--- config.mk ---
export PLATFORM = sky130hd
export DESIGN_NAME = tty_line_editor
export DESIGN_NICKNAME = d
export VERILOG_FILES = /design/src/rtl/core/tle_pkg.sv /design/src/rtl/core/tle_cfg_regs.sv /design/src/rtl/core/tle_decode.sv /design/src/rtl/core/tle_run_buf.sv /design/src/rtl/core/tty_line_editor.sv
export SDC_FILE = /design/constraint.sdc
export NUM_CORES = 1
export LEC_CHECK = 0
export ABC_AREA = 1
export BUFFER_PORTS_ARGS = -buffer_cell sky130_fd_sc_hd__buf_4
export CORE_MARGIN = 4
export CORE_UTILIZATION = 55
export DETAILED_ROUTE_END_ITERATION = 10
export PLACE_DENSITY = 0.75
export SKIP_LAST_GASP = 1
export SYNTH_ARGS = -nofsm -noshare
export SYNTH_HDL_FRONTEND = slang
export SYNTH_SLANG_ARGS = --single-unit
export TNS_END_PERCENT = 20
--- constraint.sdc ---
create_clock -name i_clk -period 5.16 [get_ports i_clk]
set_input_delay 1.032 -clock i_clk [delete_from_list [all_inputs] [get_ports i_clk]]
set_output_delay 1.032 -clock i_clk [all_outputs]
set_load 0.005 [all_outputs]
--- src/rtl/core/tle_pkg.sv ---
// ============================================================================
// tle_pkg
// Shared types, codes and constants of the line editor.
// ============================================================================
package tle_pkg;

    // Line length counter and limit width
    localparam int LINE_W = 12;
    localparam logic [LINE_W-1:0] MAX_LINE = LINE_W'(2048);
    localparam logic [LINE_W-1:0] LIMIT_RESET = LINE_W'(2048);

    // Results buffered for one item
    localparam int RUN_DEPTH = 4;
    localparam int RUN_CNT_W = 3;

    // Configuration register indexes
    localparam int CFG_IDX_W = 2;
    typedef enum logic [CFG_IDX_W-1:0] {
        CFG_ECHO  = 2'd0,
        CFG_CRLF  = 2'd1,
        CFG_LIMIT = 2'd2
    } t_cfg_idx;

    // Result kinds
    typedef enum logic [1:0] {
        KIND_ECHO  = 2'd0,
        KIND_STORE = 2'd1,
        KIND_END   = 2'd2
    } t_kind;

    // Control characters
    localparam logic [7:0] BYTE_BS = 8'h08;
    localparam logic [7:0] BYTE_CR = 8'h0D;
    localparam logic [7:0] BYTE_LF = 8'h0A;

    // Erase sequence: backspace, ESC [ J
    localparam logic [7:0] ERASE_SEQ [RUN_DEPTH] = '{8'h08, 8'h1B, 8'h5B, 8'h4A};

    // Input item
    typedef struct packed {
        logic [7:0] rx_byte;
        logic       rx_error;
    } t_in_item;

    // Result item
    typedef struct packed {
        logic [1:0]        result_kind;
        logic [7:0]        byte_value;
        logic [LINE_W-1:0] position;
        logic              last_of_run;
    } t_out_item;

    // All results of one item
    typedef struct packed {
        logic [RUN_CNT_W-1:0]            count;
        t_out_item [RUN_DEPTH-1:0]       items;
    } t_run;

    // Configuration register set
    typedef struct packed {
        logic              echo_enable;
        logic              crlf_enable;
        logic [LINE_W-1:0] line_limit;
    } t_cfg;

    // Builds one result with the run end mark cleared.
    function automatic t_out_item make_result(t_kind kind, logic [7:0] value,
                                              logic [LINE_W-1:0] pos);
        t_out_item r;
        r.result_kind = kind;
        r.byte_value  = value;
        r.position    = pos;
        r.last_of_run = 1'b0;
        return r;
    endfunction

endpackage

--- src/rtl/core/tle_cfg_regs.sv ---
// ============================================================================
// tle_cfg_regs
// Configuration registers of the line editor, written by index.
// ============================================================================
module tle_cfg_regs
    import tle_pkg::*;
(
    input  logic                 i_clk,
    input  logic                 i_rst_n,
    input  logic                 i_cfg_valid,
    input  logic [CFG_IDX_W-1:0] i_cfg_index,
    input  logic [LINE_W-1:0]    i_cfg_data,
    output logic                 o_cfg_ready,
    output t_cfg                 o_cfg
);

    t_cfg r_cfg;
    t_cfg n_cfg;

    // Writes are always taken at once.
    assign o_cfg_ready = 1'b1;
    assign o_cfg       = r_cfg;

    // Register select; unused indexes are dropped.
    always_comb begin
        n_cfg = r_cfg;
        if (i_cfg_valid) begin
            case (t_cfg_idx'(i_cfg_index))
                CFG_ECHO:  n_cfg.echo_enable = i_cfg_data[0];
                CFG_CRLF:  n_cfg.crlf_enable = i_cfg_data[0];
                CFG_LIMIT: n_cfg.line_limit  = i_cfg_data;
                default:   n_cfg = r_cfg;
            endcase
        end
    end

    always_ff @(posedge i_clk) begin
        if (!i_rst_n) begin
            r_cfg.echo_enable <= 1'b1;
            r_cfg.crlf_enable <= 1'b1;
            r_cfg.line_limit  <= LIMIT_RESET;
        end else begin
            r_cfg <= n_cfg;
        end
    end

endmodule

--- src/rtl/core/tle_decode.sv ---
// ============================================================================
// tle_decode
// Edits one received byte into the current line and builds its results.
// Holds the character count of the line being assembled.
// ============================================================================
module tle_decode
    import tle_pkg::*;
(
    input  logic     i_clk,
    input  logic     i_rst_n,
    input  logic     i_step,
    input  t_in_item i_item,
    input  t_cfg     i_cfg,
    output t_run     o_run
);

    logic [LINE_W-1:0]    r_count;
    logic [LINE_W-1:0]    n_count;
    logic [LINE_W-1:0]    lim;
    logic [LINE_W-1:0]    count_inc;
    logic [RUN_CNT_W-1:0] n;
    t_out_item [RUN_DEPTH-1:0] items;

    // Effective limit: zero acts as one, large values clamp to the buffer size.
    always_comb begin
        if (i_cfg.line_limit == '0) begin
            lim = LINE_W'(1);
        end else if (i_cfg.line_limit > MAX_LINE) begin
            lim = MAX_LINE;
        end else begin
            lim = i_cfg.line_limit;
        end
    end

    assign count_inc = r_count + LINE_W'(1);

    // Result list and next count for the current byte.
    always_comb begin
        items   = '0;
        n       = '0;
        n_count = r_count;
        if (i_item.rx_error) begin
            items[0] = make_result(KIND_END, 8'h00, r_count);
            n        = RUN_CNT_W'(1);
            n_count  = '0;
        end else if (i_item.rx_byte == BYTE_BS) begin
            if (r_count != '0) begin
                if (i_cfg.echo_enable) begin
                    for (int k = 0; k < RUN_DEPTH; k++) begin
                        items[k] = make_result(KIND_ECHO, ERASE_SEQ[k], '0);
                    end
                    n = RUN_CNT_W'(RUN_DEPTH);
                end
                n_count = r_count - LINE_W'(1);
            end
        end else if (i_item.rx_byte == BYTE_CR) begin
            if (i_cfg.echo_enable) begin
                items[0] = make_result(KIND_ECHO, BYTE_CR, '0);
                if (i_cfg.crlf_enable) begin
                    items[1] = make_result(KIND_ECHO, BYTE_LF, '0);
                    items[2] = make_result(KIND_END, 8'h00, r_count);
                    n        = RUN_CNT_W'(3);
                end else begin
                    items[1] = make_result(KIND_END, 8'h00, r_count);
                    n        = RUN_CNT_W'(2);
                end
            end else begin
                items[0] = make_result(KIND_END, 8'h00, r_count);
                n        = RUN_CNT_W'(1);
            end
            n_count = '0;
        end else begin
            // Ordinary character: optional echo, store, then a forced end at the limit.
            if (i_cfg.echo_enable) begin
                items[0] = make_result(KIND_ECHO, i_item.rx_byte, '0);
                items[1] = make_result(KIND_STORE, i_item.rx_byte, r_count);
                n        = RUN_CNT_W'(2);
            end else begin
                items[0] = make_result(KIND_STORE, i_item.rx_byte, r_count);
                n        = RUN_CNT_W'(1);
            end
            n_count = count_inc;
            if (count_inc >= lim) begin
                items[n[1:0]] = make_result(KIND_END, 8'h00, count_inc);
                n             = n + RUN_CNT_W'(1);
                n_count       = '0;
            end
        end
        // Mark the final result of the run.
        for (int k = 0; k < RUN_DEPTH; k++) begin
            items[k].last_of_run = (n != '0) && (RUN_CNT_W'(k) == n - RUN_CNT_W'(1));
        end
    end

    assign o_run.count = n;
    assign o_run.items = items;

    always_ff @(posedge i_clk) begin
        if (!i_rst_n) begin
            r_count <= '0;
        end else if (i_step) begin
            r_count <= n_count;
        end
    end

endmodule

--- src/rtl/core/tle_run_buf.sv ---
// ============================================================================
// tle_run_buf
// Result register that holds the results of one item and sends them one
// per cycle while the output is not stalled.
// ============================================================================
module tle_run_buf
    import tle_pkg::*;
(
    input  logic      i_clk,
    input  logic      i_rst_n,
    input  logic      i_load,
    input  t_run      i_run,
    output logic      o_free,
    output logic      o_out_valid,
    input  logic      i_out_stall,
    output t_out_item o_out_data
);

    logic [RUN_CNT_W-1:0]      r_cnt;
    logic [RUN_CNT_W-1:0]      n_cnt;
    t_out_item [RUN_DEPTH-1:0] r_items;
    t_out_item [RUN_DEPTH-1:0] n_items;
    logic                      take;

    assign o_out_valid = (r_cnt != '0);
    assign o_out_data  = r_items[0];
    assign take        = o_out_valid && !i_out_stall;

    // A new run may enter when no result is held or the last held result leaves in this cycle.
    assign o_free = (r_cnt == '0) || ((r_cnt == RUN_CNT_W'(1)) && take);

    // Shift the run down as results leave; load a fresh run when free.
    always_comb begin
        n_cnt   = r_cnt;
        n_items = r_items;
        if (take) begin
            for (int k = 0; k < RUN_DEPTH - 1; k++) begin
                n_items[k] = r_items[k+1];
            end
            n_cnt = r_cnt - RUN_CNT_W'(1);
        end
        if (i_load) begin
            n_items = i_run.items;
            n_cnt   = i_run.count;
        end
    end

    always_ff @(posedge i_clk) begin
        if (!i_rst_n) begin
            r_cnt <= '0;
        end else begin
            r_cnt <= n_cnt;
        end
    end

    always_ff @(posedge i_clk) begin
        r_items <= n_items;
    end

endmodule

--- src/rtl/core/tty_line_editor.sv ---
// ============================================================================
// tty_line_editor
// Cooked-mode line editor for bytes received from a UART.
// ============================================================================
// Each accepted item is one received byte with its error flag. It passes an
// input register, is edited against the current character count, and its
// results (echo bytes, a store with its line index, a line end with the
// length) land in a four-entry result register that sends one result per
// cycle while the output is not stalled. An item that causes at most one
// result lets the next item in as that result leaves, so such items can be
// accepted back to back; an item that causes more results (at most four, for
// the erase sequence of a backspace) holds the result register until they
// have left, and the input side stalls meanwhile. Configuration registers
// are written through their own port, always ready.
module tty_line_editor
    import tle_pkg::*;
(
    input  logic                 i_clk,
    input  logic                 i_rst_n,
    input  logic                 i_in_valid,
    output logic                 o_in_stall,
    input  t_in_item             i_in_data,
    output logic                 o_out_valid,
    input  logic                 i_out_stall,
    output t_out_item            o_out_data,
    input  logic                 i_cfg_valid,
    output logic                 o_cfg_ready,
    input  logic [CFG_IDX_W-1:0] i_cfg_index,
    input  logic [LINE_W-1:0]    i_cfg_data
);

    logic     r_in_valid;
    t_in_item r_in_item;
    logic     step;
    logic     run_free;
    t_cfg     cfg;
    t_run     run;

    // Configuration registers.
    tle_cfg_regs u_cfg (
        .i_clk       (i_clk),
        .i_rst_n     (i_rst_n),
        .i_cfg_valid (i_cfg_valid),
        .i_cfg_index (i_cfg_index),
        .i_cfg_data  (i_cfg_data),
        .o_cfg_ready (o_cfg_ready),
        .o_cfg       (cfg)
    );

    // The held item moves on when the result register can take its run.
    assign step       = r_in_valid && run_free;
    assign o_in_stall = r_in_valid && !run_free;

    // Input register.
    always_ff @(posedge i_clk) begin
        if (!i_rst_n) begin
            r_in_valid <= 1'b0;
        end else if (!o_in_stall) begin
            r_in_valid <= i_in_valid;
        end
    end

    always_ff @(posedge i_clk) begin
        if (i_in_valid && !o_in_stall) begin
            r_in_item <= i_in_data;
        end
    end

    // Line editing and count.
    tle_decode u_decode (
        .i_clk   (i_clk),
        .i_rst_n (i_rst_n),
        .i_step  (step),
        .i_item  (r_in_item),
        .i_cfg   (cfg),
        .o_run   (run)
    );

    // Result register and output channel.
    tle_run_buf u_run_buf (
        .i_clk       (i_clk),
        .i_rst_n     (i_rst_n),
        .i_load      (step && (run.count != '0)),
        .i_run       (run),
        .o_free      (run_free),
        .o_out_valid (o_out_valid),
        .i_out_stall (i_out_stall),
        .o_out_data  (o_out_data)
    );

endmodule
==> out/summary.txt, run 1 <==
outcome -> complete, no violations
total CTS buffers -> 9
leakage power total -> 0.002654 uW
Layout Cells excl Fill -> 853
antenna violations before repair -> 0
crit end category -> flop
switching power -> 939.6 uW
synth warn -> 0
CTS Sinks -> 103
gr ovfl total -> 0
final setup margin -> 0.7374 ns
largest net degree at the start of global routing -> 44
CP max-delay cell -> dfxtp_1
number of fill cells -> 929
post-synth top area cell -> edfxtp_1
Synth Cell Area -> 5886 um^2
Req. time, crit path -> 5.23 ns
Most used DFF post-synth -> edfxtp_1
clock transition at the registers of the reported paths -> 0.10 ns
clock latency on the worst-skew pair -> 0.38 ns
PortBufs -> 52
synth unique cells -> 40
min-delay worst type -> flop to flop
Critical Path Most Common Cell -> nand2_1
Global Route Usage Sum -> 23.50%
share of layout cells above drive strength 1 -> 16.46%
area grow syn2layout -> 8.036%
post_cts resized -> 0
initial drt markers -> 626
Bufs on Longest Clock Path -> 2
crit-path leading delay family -> simple AND/OR/NAND/NOR gates
# rows -> 37
core area -> 10,370 um^2
Nets -> 764
FFs w/ async S/R, synth -> 0%
Synthesized Nets -> 746
Max rail drop VDD -> 0.0004382 V
vias in the first global route -> 4,571
1st-pass router iterations -> 5
drt total wl -> 14,030 um
Vias -> 4,854
most frequent cell after synthesis -> nand2_1
die height -> 111.4 um
IO Pins -> 54
worst slack, placed -> 0.8505 ns
Worst EP arrival -> 4.49 ns
Post-synth EDFFs -> 73
Root Driver -> clkbuf_8
Sw Share -> 33.97%
endpoints failing setup -> 0
CP Launch Type -> flop
max-cap check violation count -> 0
Post-synth top cells -> 192 x nand2_1, 73 x edfxtp_1, 52 x o21ai_0
final hold violations -> 0
main area contributors after synthesis -> edfxtp_1 37%, nand2_1 12%, dfxtp_1 10%
RSZ-0062 raised after global routing -> false
H-tree depth -> 3
Syn Area/Cell -> 8.481 um^2
CTS tree -> built
routability cong. -> 0.9924
starting density of the core -> 56.76%
top achievable clock speed -> 0.2261 GHz
WP buf/inv -> 4
CTS Hold Bufs -> 0
Routed Antenna Nets -> 0
setup repair bufs after CTS -> 0
Largest stage delay, worst path -> 0.52 ns
first-pass GRT wire length -> 23,690 um
setup TNS -> 0 ns
Max FO, Critical Path -> 32
Slew Limit Headroom -> 21.00%
Synth Instances -> 694
DRC viols -> 0
antenna cell count -> 0
Yosys top cell area share -> 37.24%
post-detail-place hpwl -> 10,250 um
die area -> 12,420 um^2
Period minus WS final -> 4.423 ns
Int Power -> 1826 uW
share of total power in sequential cells -> 50.7%
Seq cells post-synth -> 103
P per Cell Area -> 435.0 nW/um^2
hold_ws -> 0.4873 ns
fin. max-slew vios -> 0
routed vias/inst -> 5.691
Seq/Total Area, Yosys -> 47.45%
Comb power frac -> 32.4%
Clock Skew -> 0.01525 ns
Die Width -> 111.4 um
Placed Instances -> 837
worst-margin pin slew -> 1.177 ns
kind of critical path -> flop to flop
Routed WL per cell -> 16.45 um
clock power share -> 16.9%
CP Cell Sequence -> inv_2 > nor3_2 > nand3_1 > xor2_1 > ha_1 > a21oi_1 > o21ai_0 > nor2_1 > nand2_1 > inv_1 > ha_1 > inv_1 > nand2_1 > nand3_1 > nand2_1 > nand3_2 > nand2_4 > nand2_2 > buf_4
final period utilization -> 85.71%
-- cell usage in the layout, fill, tap and decap left out, drive strengths merged, types with 3 or more instances in the layout --
cell type,n
a21oi,35
inv,53
nor3,9
clkbuf,9
nand3,51
ha,24
nor4,3
xor2,12
dfxtp,30
nor2,57
o22ai,12
o21ai,58
nand2,202
nand4,3
o32ai,6
clkinv,4
edfxtp,73
buf,59
-- routing by layer --
metal / vias to the layer above / global-route usage, % / share of wire, %
met2: 265 / 35.30 / 44
met3: 25 / 4.728 / 9.5
met5: - / 0 / 0
met1: 2214 / 34.38 / 45
li1: 2350 / - / -
met4: 0 / 7.299 / 1.9
-- sequential cells by signal, indices dropped and copies added, names as in the netlist --
signal                count
u_run_buf.o_out_data     23
r_in_item                 9
u_decode.r_count         12
u_run_buf.r_items        41
r_in_valid                1
u_run_buf.r_cnt           3
u_cfg.o_cfg              14
-- power groups by stage --
stage          clock (uW)  combinational (uW)  sequential, uW
2_1_floorplan           0                 683            1410
3_3_place_gp            0                 883            1420
3_5_place_dp            0                 899            1420
4_1_cts               472                 901            1410
5_1_grt               507                1020            1430
6_report              467                 895            1400
-- metrics by stage --
stage	power [uW]	cell area [um^2]	util [%]
detailed placement	2324	6186	59.65
CTS	2779	6359	61.32
global route	2956	6359	61.32
finish	2766	6359	61.32
global placement	2299	6186	59.65
floorplan	2095	5886	-
-- cells by family after synthesis --
| logic type | after synthesis | synth area share, % |
|---|---|---|
| XOR/XNOR | 13 | 1.935 |
| adder cells (fa/ha/maj) | 24 | 5.102 |
| AND/OR/NAND/NOR | 327 | 24.34 |
| other | 1 | 0.06371 |
| buffers and inverters | 104 | 8.886 |
| AO/OA/AOI/OAI | 122 | 12.22 |
| flip-flops | 103 | 47.45 |
-- tightest hold or removal path, stage by stage (launching register included) --
cell     delay (ns)
dfxtp_1        0.34
a21oi_1        0.06
o21ai_0        0.06
-- area by class of cell --
cell class,count,area (um^2),area share [%]
clock inverter,7,48.80,0.7674
tap,136,170.2,2.676
clock buffer,9,123.9,1.948
timing repair buffer,59,455.4,7.163
multi-input combinational,487,2572,40.46
sequential,103,2793,43.92
inverter,52,195.2,3.070
-- path summary, 6_finish.rpt --
path | endpoint | slack (ns) | cells after the start | startpoint
worst min register to register | u_cfg.o_cfg[12] | 0.49 | 2 | u_cfg.o_cfg[12]
worst max-delay path | u_run_buf.r_items[44] | 0.74 | 19 | u_decode.r_count[0]
worst max register to register | u_run_buf.r_items[44] | 0.74 | 19 | u_decode.r_count[0]
worst min-delay path | u_cfg.o_cfg[12] | 0.49 | 2 | u_cfg.o_cfg[12]
No activity file was read; power rests on OpenSTA's default activity.
==> inputs of run 2 (changes only) <==
--- a/config.mk
+++ b/config.mk
@@ -8,9 +8,9 @@
 export ABC_AREA = 1
 export BUFFER_PORTS_ARGS = -buffer_cell sky130_fd_sc_hd__buf_4
 export CORE_MARGIN = 4
-export CORE_UTILIZATION = 55
+export CORE_UTILIZATION = 58
 export DETAILED_ROUTE_END_ITERATION = 10
-export PLACE_DENSITY = 0.75
+export PLACE_DENSITY = 0.78
 export SKIP_LAST_GASP = 1
 export SYNTH_ARGS = -nofsm -noshare
 export SYNTH_HDL_FRONTEND = slang
==> run 2 against run 1 <==
Net effect: register-to-register slack improved by 0.03 ns; routed wire length rose by 9.0%; sequential power barely moved; fmax rose by 0.60%; die area fell by 4.8%; cell count fell by 0.12%; cell area rose by 0.26%; clock skew fell by 0.00064 ns; worst setup slack improved by 0.026 ns; combinational power rose by 4.9%.
==> out/summary.txt, run 2 (synthesized netlist as in run 1, its figures left out) <==
Worst EP arrival -> 4.62 ns
hold_ws -> 0.4845 ns
outcome -> complete, no violations
leakage power total -> 0.002670 uW
antenna cell count -> 0
antenna violations before repair -> 0
post_cts resized -> 0
IO Pins -> 54
Global Route Usage Sum -> 27.52%
starting density of the core -> 59.94%
Slew Limit Headroom -> 30.41%
Req. time, crit path -> 5.39 ns
CTS Hold Bufs -> 0
CP Launch Type -> flop
setup repair bufs after CTS -> 0
H-tree depth -> 3
Routed Antenna Nets -> 0
1st-pass router iterations -> 5
largest register by flop count -> u_run_buf.r_items
max-cap check violation count -> 0
die area -> 11,820 um^2
Max FO, Critical Path -> 19
Die Width -> 108.7 um
routability cong. -> 1.039
top achievable clock speed -> 0.2275 GHz
worst slack, placed -> 0.8938 ns
commonest non-fill, non-tap cell in the layout -> nand2_1
most frequent cells in the layout -> 191 x nand2_1, 73 x edfxtp_1, 60 x buf_4
fin. max-slew vios -> 0
Root Driver -> clkbuf_8
Period minus WS final -> 4.396 ns
# rows -> 36
total power -> 2836 uW
Routed WL per cell -> 17.95 um
total CTS buffers -> 9
die height -> 108.7 um
worst-margin pin slew -> 1.040 ns
Max rail drop VDD -> 0.0004038 V
DRC viols -> 0
post-detail-place hpwl -> 11,030 um
area grow syn2layout -> 8.312%
drt total wl -> 15,290 um
routed vias/inst -> 5.764
PortBufs -> 52
core area -> 9819 um^2
largest net degree at the start of global routing -> 41
clock latency on the worst-skew pair -> 0.39 ns
vias in the first global route -> 4,657
endpoints failing setup -> 0
initial drt markers -> 594
kind of critical path -> flop to flop
setup TNS -> 0 ns
CTS Sinks -> 103
clock transition at the registers of the reported paths -> 0.11 ns
final setup margin -> 0.7636 ns
Bufs on Longest Clock Path -> 2
final hold violations -> 0
Nets -> 766
Clock Skew -> 0.01461 ns
crit end category -> flop
RSZ-0062 raised after global routing -> false
final period utilization -> 85.20%
P per Cell Area -> 444.9 nW/um^2
min-delay worst type -> flop to flop
Vias -> 4,911
share of layout cells above drive strength 1 -> 16.55%
gr ovfl total -> 0
CTS tree -> built
Largest register FFs -> 41
first-pass GRT wire length -> 24,440 um
## run 2: cell types whose count changed in the layout (fill, tap and decap cells not counted)
cell / before / now
clkinv_2: 2 / 0
clkbuf_1: 0 / 1
o21ai_0: 52 / 51
clkinvlp_4: 2 / 0
o21ai_1: 6 / 7
inv_6: 0 / 3
buf_4: 58 / 60
## run 2: worst max-delay path, stage by stage (launching register included)
cell     delay, ns
dfxtp_1       0.54
inv_1         0.21
nor3_2        0.35
nand3_1       0.14
xor2_1        0.48
ha_1          0.36
a21oi_1       0.15
o21ai_0       0.09
nor2_1        0.18
nand2_1       0.10
inv_1         0.08
ha_1          0.22
inv_1         0.05
nand2_1       0.05
nand3_1       0.16
nand2_1       0.12
nand3_2       0.10
nand2_4       0.15
nor2_8        0.33
nand2_2       0.16
o21ai_1       0.19
## run 2: per-layer routing
layer | global-route usage (%) | part of all wire, % | up-vias
met3 | 6.157 | 9.3 | 43
met1 | 37.17 | 43 | 2238
met2 | 42.81 | 44 | 269
met4 | 11.63 | 3.9 | 0
met5 | 0 | 0 | -
li1 | - | - | 2361
## run 2: layout make-up
type                            instances  area [um^2]
Fill cell                             851         3445
Sequential cell                       103         2793
Multi-Input combinational cell        487         2572
Timing Repair Buffer                   61        470.5
Inverter                               52        195.2
Tap cell                              133        166.4
Clock buffer                           10        127.6
Clock inverter                          6        50.05
## run 2: through the flow
stage                     area [um^2]  utilization [%]  instances
after detailed placement         6197            63.11        836
after global placement           6197            63.11        836
after CTS                        6375            64.92        852
after floorplan                  5886                -        694
after global routing             6375            64.92        852
final                            6375            64.92        852
## run 2: path summary, 6_finish.rpt
check                          end  cells past startpoint           startpoint  slack, ns
min reg2reg        u_cfg.o_cfg[12]                      2      u_cfg.o_cfg[12]       0.48
max reg2reg  u_run_buf.r_items[51]                     20  u_decode.r_count[1]       0.76
max          u_run_buf.r_items[51]                     20  u_decode.r_count[1]       0.76
min                u_cfg.o_cfg[12]                      2      u_cfg.o_cfg[12]       0.48
## run 2: report_power, final
group          internal (uW)  switching, uW
clock network            184            299
registers               1310            104
logic                    349            590
total                   1840            993
